$ cat config.mk
export PLATFORM = sky130hd
export DESIGN_NAME = tlbpt_ctrl
export DESIGN_NICKNAME = d
export VERILOG_FILES = /design/src/design/tlbpt_pkg.sv /design/src/design/tlbpt_ctrl.sv
export SDC_FILE = /design/constraint.sdc
export NUM_CORES = 1
export LEC_CHECK = 0
export BUFFER_PORTS_ARGS = -buffer_cell sky130_fd_sc_hd__buf_4
export CAP_MARGIN = 40
export CORE_AREA = 3 3 40 42
export CTS_CLUSTER_SIZE = 40
export DETAILED_ROUTE_END_ITERATION = 8
export DIE_AREA = 0 0 43 45
export HOLD_SLACK_MARGIN = 0.12
export PLACE_DENSITY = 0.56
export SLEW_MARGIN = 20
export SYNTH_ARGS = -nofsm -noshare
export SYNTH_HDL_FRONTEND = slang
export SYNTH_SLANG_ARGS = --single-unit
$ cat constraint.sdc
create_clock -name clk -period 2.4 [get_ports clk]
set_clock_uncertainty 0.2 [all_clocks]
set_input_delay 0.12 -clock clk [delete_from_list [all_inputs] [get_ports clk]]
set_output_delay 0.12 -clock clk [all_outputs]
set_load 0.03 [all_outputs]
$ cat src/design/tlbpt_pkg.sv
// Shared types and constants for the TLB / page-table translator.
// No dependencies; used by tlbpt_ctrl, tlbpt_datapath and the top level.
package tlbpt_pkg;

	// Address split and field widths
	localparam int VA_W        = 16;
	localparam int OFFSET_BITS = 8;
	localparam int PAGE_W      = 8;
	localparam int FRAME_W     = 8;
	localparam int PAGE_COUNT  = 256;
	localparam int FRAME_COUNT = 256;
	localparam int LIMIT_W     = 9;
	localparam int CNT_W       = 32;

	// frames_in_use after reset
	localparam logic [LIMIT_W-1:0] LIMIT_RESET = 9'd256;

	// Controller -> datapath commands
	typedef struct packed {
		logic capture;     // latch the incoming address
		logic hit_done;    // TLB hit: take frame from TLB
		logic pm_hit;      // page table hit: take frame from page map
		logic fill;        // fault with a free frame
		logic fault_full;  // fault with all frames taken: start eviction
		logic victim_rd;   // owner data valid: read victim's page map entry
		logic evict;       // finish eviction and all table updates
		logic emit;        // load the output register
	} cmd_t;

	// Datapath -> controller status
	typedef struct packed {
		logic tlb_hit;
		logic page_valid;
		logic mem_full;
	} status_t;

endpackage

$ cat src/design/tlbpt_ctrl.sv
// Sequencing state machine for the translator: handshakes and datapath commands.
// Depends on tlbpt_pkg (cmd_t, status_t).
module tlbpt_ctrl (
	input  logic               clk,
	input  logic               arst_n,
	input  logic               in_valid,
	output logic               in_stall,
	output logic               out_valid,
	input  logic               out_stall,
	input  tlbpt_pkg::status_t sts,
	output tlbpt_pkg::cmd_t    cmd
);

	localparam logic [2:0] ST_IDLE  = 3'd0;
	localparam logic [2:0] ST_LOOK  = 3'd1;
	localparam logic [2:0] ST_PM    = 3'd2;
	localparam logic [2:0] ST_OWN   = 3'd3;
	localparam logic [2:0] ST_EVICT = 3'd4;
	localparam logic [2:0] ST_DONE  = 3'd5;

	logic [2:0] state_q;
	logic [2:0] state_d;
	logic       out_valid_q;

	// command decode
	always_comb begin
		cmd            = '0;
		cmd.capture    = (state_q == ST_IDLE) && in_valid;
		cmd.hit_done   = (state_q == ST_LOOK) && sts.tlb_hit;
		cmd.pm_hit     = (state_q == ST_PM) && sts.page_valid;
		cmd.fill       = (state_q == ST_PM) && !sts.page_valid && !sts.mem_full;
		cmd.fault_full = (state_q == ST_PM) && !sts.page_valid && sts.mem_full;
		cmd.victim_rd  = (state_q == ST_OWN);
		cmd.evict      = (state_q == ST_EVICT);
		cmd.emit       = (state_q == ST_DONE) && (!out_valid_q || !out_stall);
	end

	// next state
	always_comb begin
		state_d = state_q;
		case (state_q)
			ST_IDLE: begin
				if (in_valid) state_d = ST_LOOK;
			end
			ST_LOOK: begin
				state_d = sts.tlb_hit ? ST_DONE : ST_PM;
			end
			ST_PM: begin
				if (!sts.page_valid && sts.mem_full) state_d = ST_OWN;
				else state_d = ST_DONE;
			end
			ST_OWN: begin
				state_d = ST_EVICT;
			end
			ST_EVICT: begin
				state_d = ST_DONE;
			end
			ST_DONE: begin
				if (!out_valid_q || !out_stall) state_d = ST_IDLE;
			end
			default: begin
				state_d = ST_IDLE;
			end
		endcase
	end

	always_ff @(posedge clk or negedge arst_n) begin
		if (!arst_n) begin
			state_q <= ST_IDLE;
		end else begin
			state_q <= state_d;
		end
	end

	// output beat valid
	always_ff @(posedge clk or negedge arst_n) begin
		if (!arst_n) begin
			out_valid_q <= 1'b0;
		end else if (cmd.emit) begin
			out_valid_q <= 1'b1;
		end else if (!out_stall) begin
			out_valid_q <= 1'b0;
		end
	end

	assign in_stall  = (state_q != ST_IDLE);
	assign out_valid = out_valid_q;

	// at most one datapath command per cycle
	a_cmd_onehot: assert property (@(posedge clk) disable iff (!arst_n)
		$onehot0({cmd.capture, cmd.hit_done, cmd.pm_hit, cmd.fill, cmd.fault_full,
			cmd.victim_rd, cmd.evict, cmd.emit}))
		else $error("more than one datapath command active");

	// eviction finishes only after the owner read
	a_evict_order: assert property (@(posedge clk) disable iff (!arst_n)
		(state_q == ST_EVICT) |-> ($past(state_q) == ST_OWN))
		else $error("eviction entered without owner read");

	// an accepted beat starts the lookup
	a_accept_look: assert property (@(posedge clk) disable iff (!arst_n)
		(in_valid && !in_stall) |=> (state_q == ST_LOOK))
		else $error("accepted beat did not start a lookup");

	// a loaded result is presented
	a_emit_valid: assert property (@(posedge clk) disable iff (!arst_n)
		cmd.emit |=> out_valid_q)
		else $error("result loaded but not presented");

endmodule

# Word-level counts from Yosys, hierarchy flattened
# Cells that the tools add are included.
[classes]
n_reduce_logical = 16
eq_ne = 8
n_mux = 7
[ops]
columns = ["cell", "count"]
rows = [
  ["$pmux 3 s6", 1],
  ["$mux 3", 4],
  ["$logic_and 1x1->1", 8],
  ["$eq 3x2->1 const B", 2],
  ["$eq 3x3->1 const B", 2],
  ["$logic_not 1->1", 4],
  ["$ne 2x1->1 const B", 2],
  ["$eq 3x1->1 const B", 1],
  ["$logic_not 3->1", 1],
  ["$reduce_bool 3->1", 1],
  ["$mux 1", 2],
  ["$ne 2x2->1 const B", 1],
  ["$reduce_and 2->1", 1],
  ["$logic_or 1x1->1", 1],
]
[totals]
elab_cells = 33
inputBits = 7
regBits = 4

# Logic depth before layout (Yosys ltp)
# Gate-level depths: netlist (run 1).
[logic_depth]
depth_word = 4
mapped_depth = 4
depth_no_buf = 3

# Least setup slack after synthesis (run 1)
# OpenSTA, ideal clock, no wires.
[synth_timing]
path_kind = "register to output"
from = "register state_q[0]"
to = "output cmd[6] in the netlist's numbering"
stages_incl_launch_ff = 3
path_slack_ns = 0.472
arrival_time_ns = 1.608
path_cell_list = "dfrtp_1 > inv_1 > nor4b_1"
[synth_rtl]
columns = ["element", "line_no", "text"]
rows = [
  ["start, declared", "tlbpt_ctrl.sv:21", "logic [2:0] state_q;"],
  ["start signal, assigned", "tlbpt_ctrl.sv:71", "state_q <= state_d;"],
  ["end, declared", "tlbpt_ctrl.sv:11", "output tlbpt_pkg::cmd_t cmd"],
]

# Worst setup path in the final report (run 1)
[layout_timing]
from = "register state_q[1]"
to = "register state_q[0]"
[layout_via]
elab_chain_cells = 3
[layout_lines]
columns = ["element", "line_no", "text"]
rows = [
  ["$eq 3x3->1 or $logic_not 3->1 (tied branches)", "tlbpt_ctrl.sv:41", "case (state_q)"],
  ["$ne 2x1->1 (no source line) or $ne 2x2->1 (tied branches)", "n/a", ""],
  ["$reduce_and 2->1 (no source line)", "n/a", ""],
]
# Parallel ways exist; a longest one is shown, timed or not.
# A chain may end at the register's enable or synchronous reset.

==> metrics.md, run 1 <==
| Metric | Value |
|---|---|
| Rel. slew slack | `0.7717` |
| Setup TNS | `0 ns` |
| Met3 Usage GRT | `0.04781` |
| Mapped Area | `287.8 um^2` |
| Detailed Routing Iterations Pass 1 | `4` |
| Post-route cell area | `approximately 500 um^2` |
| Outcome | `finished clean` |
| Synth Register Bits | `4` |
| Finished Layout Cells | `slightly above 70` |
| Die ar. | `around 1900 um^2` |
| Final #Nets | `66` |
| Post-CTS resize count | `0` |
| Worst setup margin | `0.3513 ns` |
| Fin. max-slew vios | `0` |
| Starting DRC count in detailed routing | `8` |
| Power Total | `between 600 and 700 uW` |
| Syn-to-layout area delta | `76.09%` |
| Layout cell share with drive strength beyond 1 | `0.4211` |
| Initial antenna violation count | `0` |
| DP HPWL | `550 um` |
| CP Class | `flip-flop to flip-flop` |
| Worst-Skew Late Latency | `0.23 ns` |
| Sink Count | `4` |
| Final hold vios | `0` |
| CTS tree | `built` |
| Max Fclk | `~490 MHz` |
| Final Util | `0.3944` |
| Leak pwr | `0.2349 nW` |
| # DRC | `0` |
| Core footprint | `1285 um^2` |
| Type of the worst min-delay path | `input pin to flip-flop` |
| Port Buffers | `16` |
| Crit path cell chain | `or3_4 -> o22ai_1 -> a21oi_1 -> dlygate4sd3_1` |
| CTS clk-pin slew, worst paths | `0.04 ns` |
| # H-tree levels | `1` |
| Met1 Use GR | `0.09976` |
| GR peak layer | `met2` |
| M2 GR Usage | `0.1377` |
| Data arrival, critical path | `~2.0 ns` |
| Syn Area/Cell | `a little under 9 um^2` |
| Die Y-Extent | `about 45 um` |
| Ant diodes | `0` |
| I/O pins | `17` |
| Final worst-path cycle share | `0.8536` |
| # rows | `13` |
| Vias in the first global route | `~280` |
| Unrepaired setup endpoints after global routing | `false` |
| Seq. cell area | `~100 um^2` |
| Dpl cell area | `~410 um^2` |
| Pwr/cell area | `between 1000 and 1500 nW/um^2` |
| Clk root buf | `clkbuf_4` |
| Crit end category | `flip-flop` |
| Total grt overflow | `0` |
| Setup violators final | `0` |
| Clk buf depth | `2` |
| Total number of vias | `between 300 and 400` |
| Via density | `between 4 and 5` |
| Detail Route Antenna Nets | `0` |
| Die X-Extent | `~43 um` |
| Post-synthesis sequential area ratio | `0.3478` |
| Fill cell count | `140` |
| Worst vdd ir | `approximately 0.00043 V` |
| Per-cell routed wire length | `approximately 11 um` |
| Postcts setup bufs | `0` |
| Mapped Nets | `40` |
| Cts bufs inserted | `3` |
| Worst setup SP type | `flip-flop` |
| Pre-CTS setup slack | `0.9048 ns` |
| Worst path required time | `roughly 2.3 ns` |
| Initial core utilization | `0.2240` |
| Max-cap violations | `0` |
| # placed instances | `62` |
| Tightest hold margin | `0.1487 ns` |
| Crit-path max FO | `11` |
| Tmin final | `2.049 ns` |
| Worst-margin pin slew | `~0.34 ns` |
| Yosys cell types | `21` |
| Synth warn | `0` |
| CP max stage delay | `around 0.57 ns` |
| Mapped Cells | `33` |
| Area of the multi-input gates | `between 150 and 200 um^2` |
| Crit-path slowest cell | `dlygate4sd3_1` |
| Largest net degree at the start of global routing | `12` |
| Hold buffers post-CTS | `7` |
| WL final | `approximately 760 um` |
| GRT Overall Usage | `0.08772` |
| GPL Wtd Cong | `between 0.6 and 0.7` |
| First-pass GRT wire length | `~1.2 mm` |
cell usage in the layout, fill, tap and decap left out:
| master | instances |
|---|---|
| a32o_1 | 1 |
| or3_4 | 1 |
| and3_4 | 1 |
| nor2_1 | 4 |
| a21oi_1 | 1 |
| a211oi_1 | 1 |
| o21ai_0 | 1 |
| a31oi_1 | 1 |
| nor3_1 | 3 |
| a2111oi_2 | 1 |
| nand2_1 | 1 |
| and3_1 | 2 |
| clkbuf_4 | 3 |
| dlygate4sd3_1 | 7 |
| a21bo_2 | 1 |
| nor2_2 | 1 |
| inv_1 | 3 |
| buf_4 | 16 |
| o22ai_1 | 1 |
| nor3b_1 | 2 |
| dfrtp_1 | 4 |
| nor4b_1 | 1 |
Yosys cell counts:
cell,count,area share
nor4b_1,1,0.030
nand2_1,1,0.013
nor3b_1,2,0.052
dfrtp_1,4,0.35
a21bo_2,1,0.035
or3_4,1,0.039
nor3_1,3,0.052
o21ai_0,1,0.017
a2111oi_2,1,0.052
buf_4,1,0.026
o22ai_1,1,0.022
a31oi_1,1,0.022
nor2_2,1,0.022
a211oi_1,1,0.026
nor2_1,4,0.052
buf_2,1,0.017
a32o_1,1,0.035
inv_1,3,0.039
and3_1,2,0.043
a21oi_1,1,0.017
and3_4,1,0.039
worst max-delay path, delay by kind of cell (launching register included):
family / cells / cell delay, ns
buf+inv: 1 / 0.57
flops: 1 / 0.49
simple gates: 1 / 0.44
compound gates: 2 / 0.22
worst paths after layout:
kind                                             start                endpoint  slack [ns]  depth (start not counted)
worst max register to register  state_q[1]$_DFFE_PN0P_  state_q[0]$_DFFE_PN0P_        0.35                          4
worst min-delay path                            sts[2]  state_q[2]$_DFFE_PN0P_        0.15                          3
min in group asynchronous                       arst_n   out_valid$_DFFE_PN0P_        0.58                          3
max in group asynchronous                       arst_n  state_q[1]$_DFFE_PN0P_        1.26                          3
worst min register to register   out_valid$_DFFE_PN0P_   out_valid$_DFFE_PN0P_        0.33                          1
worst max-delay path            state_q[1]$_DFFE_PN0P_  state_q[0]$_DFFE_PN0P_        0.35                          4
final cells by class:
cell class	instances	share of cell area
Multi-Input combinational cell	24	0.3235
Inverter	3	0.02222
Timing Repair Buffer	23	0.3753
Tap cell	15	0.03704
Clock buffer	3	0.04444
Sequential cell	4	0.1975
metal layers:
| metal | wire length (um) | up-vias |
|---|---|---|
| met1 | 296 | 151 |
| li1 | - | 170 |
| met4 | 8 | 0 |
| met5 | 0 | - |
| met2 | 389 | 11 |
| met3 | 67 | 2 |
power by group:
group / total, mW / leakage, nW / switching (mW) / internal (mW)
registers: 0.164 / 0.0488 / 0.0643 / 0.0998
clock network: 0.0826 / 0.0138 / 0.0267 / 0.0559
logic: 0.379 / 0.172 / 0.201 / 0.178
registers in the layout, summed over array words and instances, names as in the netlist:
name,flops
out_valid,1
state_q,3
kinds of logic (layout without fill, tap and decap cells):
family / Yosys count / count (layout) / synth area share
simple gates: 16 / 16 / 0.3434
compound gates: 8 / 8 / 0.2261
buf+inv: 5 / 29 / 0.08260
flops: 4 / 4 / 0.3478
Power figures use the tool's default switching activity.
==> run 2: changes to the inputs <==
- PLACE_DENSITY: 0.56 -> 0.57
- clock period: 2.4 -> 1.8 ns (I/O delays scaled with it)
==> run 2 against run 1 <==
Clock-buffer cell count did not move. Clock power rose by 33%. Final area is 4.2% higher. Total power increased by 34%. Sequential cell count stayed put. Routed wire length increased by 0.79%. Global-route usage fell by 0.16 points. Die area unchanged. Critical endpoint is now state_q[1]$_DFFE_PN0P_. Highest routed layer is now met3.
==> metrics.md, run 2 (synthesis gave the netlist of run 1 again) <==
| Metric | Value |
|---|---|
| Worst vdd ir | `0.0005537 V (was 0.0004262 V)` |
| Core footprint | `1285 um^2 (unchanged)` |
| Pwr/cell area | `1587 nW/um^2 (was 1234 nW/um^2)` |
| Cts bufs inserted | `3 (unchanged)` |
| Leak pwr | `0.2418 nW (was 0.2349 nW)` |
| Worst setup SP type | `flip-flop (unchanged)` |
| Finished Layout Cells | `73 (was 72)` |
| Layout cell share with drive strength beyond 1 | `0.5000 (was 0.4211)` |
| Per-cell routed wire length | `10.51 um (was 10.57 um)` |
| CTS clk-pin slew, worst paths | `0.04 ns (about the same)` |
| CP Class | `flip-flop to flip-flop (unchanged)` |
| Via density | `4.548 (was 4.639)` |
| Worst path required time | `1.72 ns (was 2.31 ns)` |
| Initial antenna violation count | `0 (unchanged)` |
| # H-tree levels | `1 (unchanged)` |
| Worst-margin pin slew | `0.2583 ns (was 0.3425 ns)` |
| CP max stage delay | `0.58 ns (was 0.57 ns)` |
| Tmin final | `1.723 ns (was 2.049 ns)` |
| Max-cap violations | `0 (unchanged)` |
| DP HPWL | `548.3 um (was 550 um)` |
| # placed instances | `63 (was 62)` |
| Postcts setup bufs | `0 (unchanged)` |
| Post-route cell area | `528.0 um^2 (was 506.7 um^2)` |
| CTS tree | `built (unchanged)` |
| # rows | `13 (unchanged)` |
| Total number of vias | `332 (was 334)` |
| Fin. max-slew vios | `0 (unchanged)` |
| Commonest cells after routing, fill and taps aside | `17 x buf_4, 7 x dlygate4sd3_1, 4 x nor2_1 (was 16 x buf_4, 7 x dlygate4sd3_1, 4 x nor2_1, 4 x dfrtp_1)` |
| Die ar. | `1935 um^2 (unchanged)` |
| Syn-to-layout area delta | `83.48% (was 76.09%)` |
| Data arrival, critical path | `1.64 ns (was 1.96 ns)` |
| Rel. slew slack | `0.8267 (was 0.7717)` |
| Ant diodes | `0 (unchanged)` |
| Setup TNS | `0 ns (unchanged)` |
| First-pass GRT wire length | `1.283 mm (was 1.207 mm)` |
| Clk buf depth | `2 (unchanged)` |
| Area of the multi-input gates | `175.2 um^2 (was 163.9 um^2)` |
| Die Y-Extent | `45 um (unchanged)` |
| Total grt overflow | `0 (unchanged)` |
| Type of the worst min-delay path | `input pin to flip-flop (unchanged)` |
| Fill cell count | `125 (was 140)` |
| Final #Nets | `67 (was 66)` |
| Detailed Routing Iterations Pass 1 | `4 (unchanged)` |
| Initial core utilization | `0.2240 (unchanged)` |
| Most common cell after layout, fill and taps aside | `buf_4 (unchanged)` |
| Crit path cell chain | `nor3b_2 -> a31oi_1 -> dlygate4sd3_1 -> nor2_1 (was or3_4 -> o22ai_1 -> a21oi_1 -> dlygate4sd3_1)` |
| Final worst-path cycle share | `0.9570 (was 0.8536)` |
| Reg with most FFs | `state_q (unchanged)` |
| I/O pins | `17 (unchanged)` |
| Largest net degree at the start of global routing | `12 (unchanged)` |
| Crit-path slowest cell | `dlygate4sd3_1 (unchanged)` |
| Crit end category | `flip-flop (unchanged)` |
| GRT Overall Usage | `0.08612 (was 0.08772)` |
| Setup violators final | `0 (unchanged)` |
| Port Buffers | `16 (unchanged)` |
| Seq. cell area | `102.6 um^2 (was 100.1 um^2)` |
| Sink Count | `4 (unchanged)` |
| Dpl cell area | `427.9 um^2 (was 414.1 um^2)` |
| Vias in the first global route | `304 (was 284)` |
| Worst-Skew Late Latency | `0.23 ns (about the same)` |
| Starting DRC count in detailed routing | `4 (was 8)` |
| Outcome | `finished clean (unchanged)` |
| Crit-path max FO | `8 (was 11)` |
| Detail Route Antenna Nets | `0 (unchanged)` |
| Die X-Extent | `43 um (unchanged)` |
| Final hold vios | `0 (unchanged)` |
| Max Fclk | `580.5 MHz (was 488.1 MHz)` |
| WL final | `767 um (was 761 um)` |
| # DRC | `0 (unchanged)` |
| Unrepaired setup endpoints after global routing | `false (unchanged)` |
| GPL Wtd Cong | `0.7159 (was 0.6888)` |
| Clk root buf | `clkbuf_4 (unchanged)` |
| Final Util | `0.4109 (was 0.3944)` |
| Max reg flops | `3 (unchanged)` |
[run 2: cell count changes in the layout (fill, tap and decap cells not counted)]
cell,change
nor3b_1,-1
nor3b_2,+1
buf_4,+1
nor4b_1,-1
nor4b_2,+1
dfrtp_1,-2
dfrtp_2,+2
[run 2: layer usage]
metal | part of all wire | global-route usage | wire [um] | vias up
li1 | - | - | - | 173
met1 | 0.45 | 0.1098 | 345 | 149
met2 | 0.48 | 0.1377 | 369 | 10
met3 | 0.066 | 0.04781 | 51 | 0
met4 | 0 | 0 | 0 | 0
met5 | 0 | 0 | 0 | -
[run 2: metrics by stage]
| step | hold WS, ns | setup WS [ns] | power [mW] |
|---|---|---|---|
| finish | 0.1469 | 0.07733 | 0.8377 |
| global route | 0.1794 | 0.009351 | 0.9065 |
| CTS | 0.1414 | 0.07868 | 0.8353 |
| detailed placement | -0.3126 | 0.3348 | 0.6994 |
| global placement | -0.3125 | 0.3412 | 0.6990 |
| floorplan | -0.4056 | 0.03526 | 0.5508 |
[run 2: timing repair]
action,in CTS,in global routing
setup endpoints to repair,0,3
hold buffers,7,0
hold endpoints to repair,8,0
resized for setup,0,3
[run 2: cell type report]
class | count | share of cell area
timing repair buffer | 24 | 0.3744
tap | 15 | 0.03555
clock buffer | 3 | 0.04265
sequential | 4 | 0.1943
inverter | 3 | 0.02133
multi-input combinational | 24 | 0.3318
[run 2: power by group]
group | switching (mW) | total [mW] | internal (mW)
registers | 0.0700 | 0.208 | 0.137
logic | 0.284 | 0.520 | 0.236
clock network | 0.0356 | 0.110 | 0.0745
total | 0.390 | 0.838 | 0.448
[run 2: path summary, 6_finish.rpt]
kind / startpoint / to / slack (ns) / depth (start not counted)
worst max register to register: state_q[0]$_DFFE_PN0P_ / state_q[1]$_DFFE_PN0P_ / 0.08 / 4
worst max-delay path: state_q[0]$_DFFE_PN0P_ / state_q[1]$_DFFE_PN0P_ / 0.08 / 4
min in group asynchronous: arst_n / out_valid$_DFFE_PN0P_ / 0.56 / 3
max in group asynchronous: arst_n / state_q[1]$_DFFE_PN0P_ / 0.65 / 3
worst min-delay path: sts[1] / state_q[2]$_DFFE_PN0P_ / 0.15 / 4
worst min register to register: out_valid$_DFFE_PN0P_ / out_valid$_DFFE_PN0P_ / 0.32 / 1
[run 2: critical path, delay by kind of cell, from the launching register on]
| kind | cells | cell delay, ns |
|---|---|---|
| compound gates | 1 | 0.15 |
| simple gates | 2 | 0.21 |
| buf+inv | 1 | 0.58 |
| flops | 1 | 0.45 |
==> run 3: changes to the inputs <==
- CORE_AREA: 3 3 40 42 -> 2 2 39 41
- CTS_BUF_LIST: unset -> sky130_fd_sc_hd__clkbuf_2 sky130_fd_sc_hd__clkbuf_4 sky130_fd_sc_hd__clkbuf_8
- DIE_AREA: 0 0 43 45 -> 0 0 41 43
- clock period: 1.8 -> 1.4 ns (I/O delays scaled with it)
==> run 3 against run 2 <==
The flow now finishes with violations (setup timing). Sequential power increased by 22%. First-iteration DRC count is 75% lower. Non-clock buffer count grew 11. Routed wire length grew 35%. Critical path depth fell by 1. Global-route usage up 5.9 points. Largest power group unchanged. Combinational power grew 120%. Sequential cell count did not move. Worst setup slack got worse by 0.24 ns. Critical path type is now flip-flop to output port. Final cell count increased by 16%. Total power rose by 81%. Utilization rose by 11 points.
==> metrics.md, run 3 (synthesis gave the netlist of run 1 again) <==
| Metric | Value |
|---|---|
| Outcome | `finished, violations left (was finished clean)` |
| Failing checks | `setup timing` |
| Met1 Use GR | `0.1466 (was 0.1098)` |
| Total grt overflow | `0 (unchanged)` |
| Reg with most FFs | `state_q (unchanged)` |
| Sink Count | `4 (unchanged)` |
| M2 GR Usage | `0.2313 (was 0.1377)` |
| Crit end category | `output port (was flip-flop)` |
| Finished Layout Cells | `85 (was 73)` |
| GRT Overall Usage | `0.1452 (was 0.08612)` |
| Die X-Extent | `41 um (was 43 um)` |
| CP Class | `flip-flop to output port (was flip-flop to flip-flop)` |
| Most common cell after layout, fill and taps aside | `buf_4 (unchanged)` |
| Largest net degree at the start of global routing | `11 (was 12)` |
| Worst vdd ir | `0.001057 V (was 0.0005537 V)` |
| Max-cap violations | `0 (unchanged)` |
| Setup TNS | `-1.165 ns (was 0 ns)` |
| Syn-to-layout area delta | `149.1% (was 83.48%)` |
| GPL Wtd Cong | `0.7671 (was 0.7159)` |
| Die Y-Extent | `43 um (was 45 um)` |
| Met3 Usage GRT | `0.05236 (was 0.04781)` |
| Fin. max-slew vios | `0 (unchanged)` |
| Final Util | `0.5181 (was 0.4109)` |
| Type of the worst min-delay path | `input pin to flip-flop (unchanged)` |
| Port Buffers | `16 (unchanged)` |
| GR peak layer | `met2 (unchanged)` |
| Worst setup margin | `-0.1630 ns (was 0.07733 ns)` |
| Worst path required time | `1.13 ns (was 1.72 ns)` |
| Ant diodes | `0 (unchanged)` |
| Commonest cells after routing, fill and taps aside | `20 x buf_4, 8 x buf_6, 7 x dlygate4sd3_1, 3 x clkbuf_4 (was 17 x buf_4, 7 x dlygate4sd3_1, 4 x nor2_1)` |
| Unrepaired setup endpoints after global routing | `true (was false)` |
| Pwr/cell area | `2114 nW/um^2 (was 1587 nW/um^2)` |
| Tmin final | `around 1.6 ns` |
| # placed instances | `70 (was 63)` |
| I/O pins | `17 (unchanged)` |
| Crit-path max FO | `6 (was 8)` |
| # rows | `14 (was 13)` |
| Detailed Routing Iterations Pass 1 | `4 (unchanged)` |
| Starting DRC count in detailed routing | `1 (was 4)` |
| Via density | `4.800 (was 4.548)` |
| # DRC | `0 (unchanged)` |
| Data arrival, critical path | `1.29 ns (was 1.64 ns)` |
| Cts bufs inserted | `3 (unchanged)` |
| CTS clk-pin slew, worst paths | `0.04 ns (about the same)` |
| Worst setup SP type | `flip-flop (unchanged)` |
| Initial antenna violation count | `0 (unchanged)` |
| Total number of vias | `408 (was 332)` |
| Layout cell share with drive strength beyond 1 | `0.7101 (was 0.5000)` |
| Rel. slew slack | `0.7192 (was 0.8267)` |
| Power Total | `1.516 mW (was 837.7 uW)` |
| Final hold vios | `0 (unchanged)` |
| Final worst-path cycle share | `1.116` |
| Leak pwr | `0.3222 nW (was 0.2418 nW)` |
| Worst-Skew Late Latency | `0.23 ns (about the same)` |
| Vias in the first global route | `406 (was 304)` |
| Core footprint | `1384 um^2 (was 1285 um^2)` |
| Detail Route Antenna Nets | `0 (unchanged)` |
| DP HPWL | `657.4 um (was 548.3 um)` |
| First-pass GRT wire length | `1.649 mm (was 1.283 mm)` |
| Initial core utilization | `0.2080 (was 0.2240)` |
| # H-tree levels | `1 (unchanged)` |
| CTS tree | `built (unchanged)` |
| Die ar. | `1763 um^2 (was 1935 um^2)` |
| Setup violators final | `10 (was 0)` |
| Max Fclk | `approximately 640 MHz` |
| Worst-margin pin slew | `0.4186 ns (was 0.2583 ns)` |
| Final #Nets | `78 (was 67)` |
| Max reg flops | `3 (unchanged)` |
| Clk root buf | `clkbuf_4 (unchanged)` |
| Per-cell routed wire length | `12.19 um (was 10.51 um)` |
| WL final | `1.036 mm (was 767 um)` |
| Clk buf depth | `2 (unchanged)` |
[run 3: power by group]
part / leakage [nW] / internal, mW / switching, mW
clock: 0.0138 / 0.0959 / 0.0477
sequential: 0.0468 / 0.178 / 0.0751
combinational: 0.262 / 0.584 / 0.535
total: 0.322 / 0.858 / 0.657
[run 3: path summary, 6_finish.rpt]
kind / start / to / slack (ns) / cells after the start
setup reg to reg: state_q[0]$_DFFE_PN0P_ / state_q[2]$_DFFE_PN0P_ / -0.11 / 6
max in group asynchronous: arst_n / state_q[2]$_DFFE_PN0P_ / 0.25 / 3
min in group asynchronous: arst_n / state_q[0]$_DFFE_PN0P_ / 0.56 / 3
setup / recovery: state_q[0]$_DFFE_PN0P_ / cmd[7] / -0.16 / 3
hold / removal: out_stall / state_q[0]$_DFFE_PN0P_ / 0.22 / 5
hold reg to reg: out_valid$_DFFE_PN0P_ / out_valid$_DFFE_PN0P_ / 0.34 / 1
[run 3: final cells by class]
class / instances / area [um^2]
Multi-Input combinational cell: 24 / 247.7
Fill cell: 139 / 666.9
Clock buffer: 3 / 22.52
Inverter: 3 / 13.76
Timing Repair Buffer: 35 / 310.3
Tap cell: 16 / 20.02
Sequential cell: 4 / 102.6
[run 3: critical path, stage by stage (launching register included)]
cell     delay (ns)
dfrtp_2        0.43
or3_4          0.41
nor2_4         0.09
buf_6          0.13
[run 3: repair_timing]
item	4_1_cts	5_1_grt
hold endpoints to repair	8	0
gates resized for setup	15	4
endpoints found under the setup margin	9	11
setup buffers	3	2
hold buffers	7	0
pin swaps	0	1
[run 3: per-stage QoR]
step	cell area, um^2	hold slack [ns]	setup slack (ns)
CTS	673.1	0.1935	-0.1794
global placement	514.2	-0.3274	0.01999
finish	716.9	0.2155	-0.1630
detailed placement	514.2	-0.3296	0.02320
floorplan	334.1	-0.4256	-0.09014
global route	716.9	0.2687	-0.2031
[run 3: per-layer routing]
metal / share of wire / vias up / routed length, um
met3: 0.070 / 0 / 73
met5: 0 / - / 0
met1: 0.38 / 191 / 396
met2: 0.55 / 21 / 565
li1: - / 196 / -
met4: 0 / 0 / 0
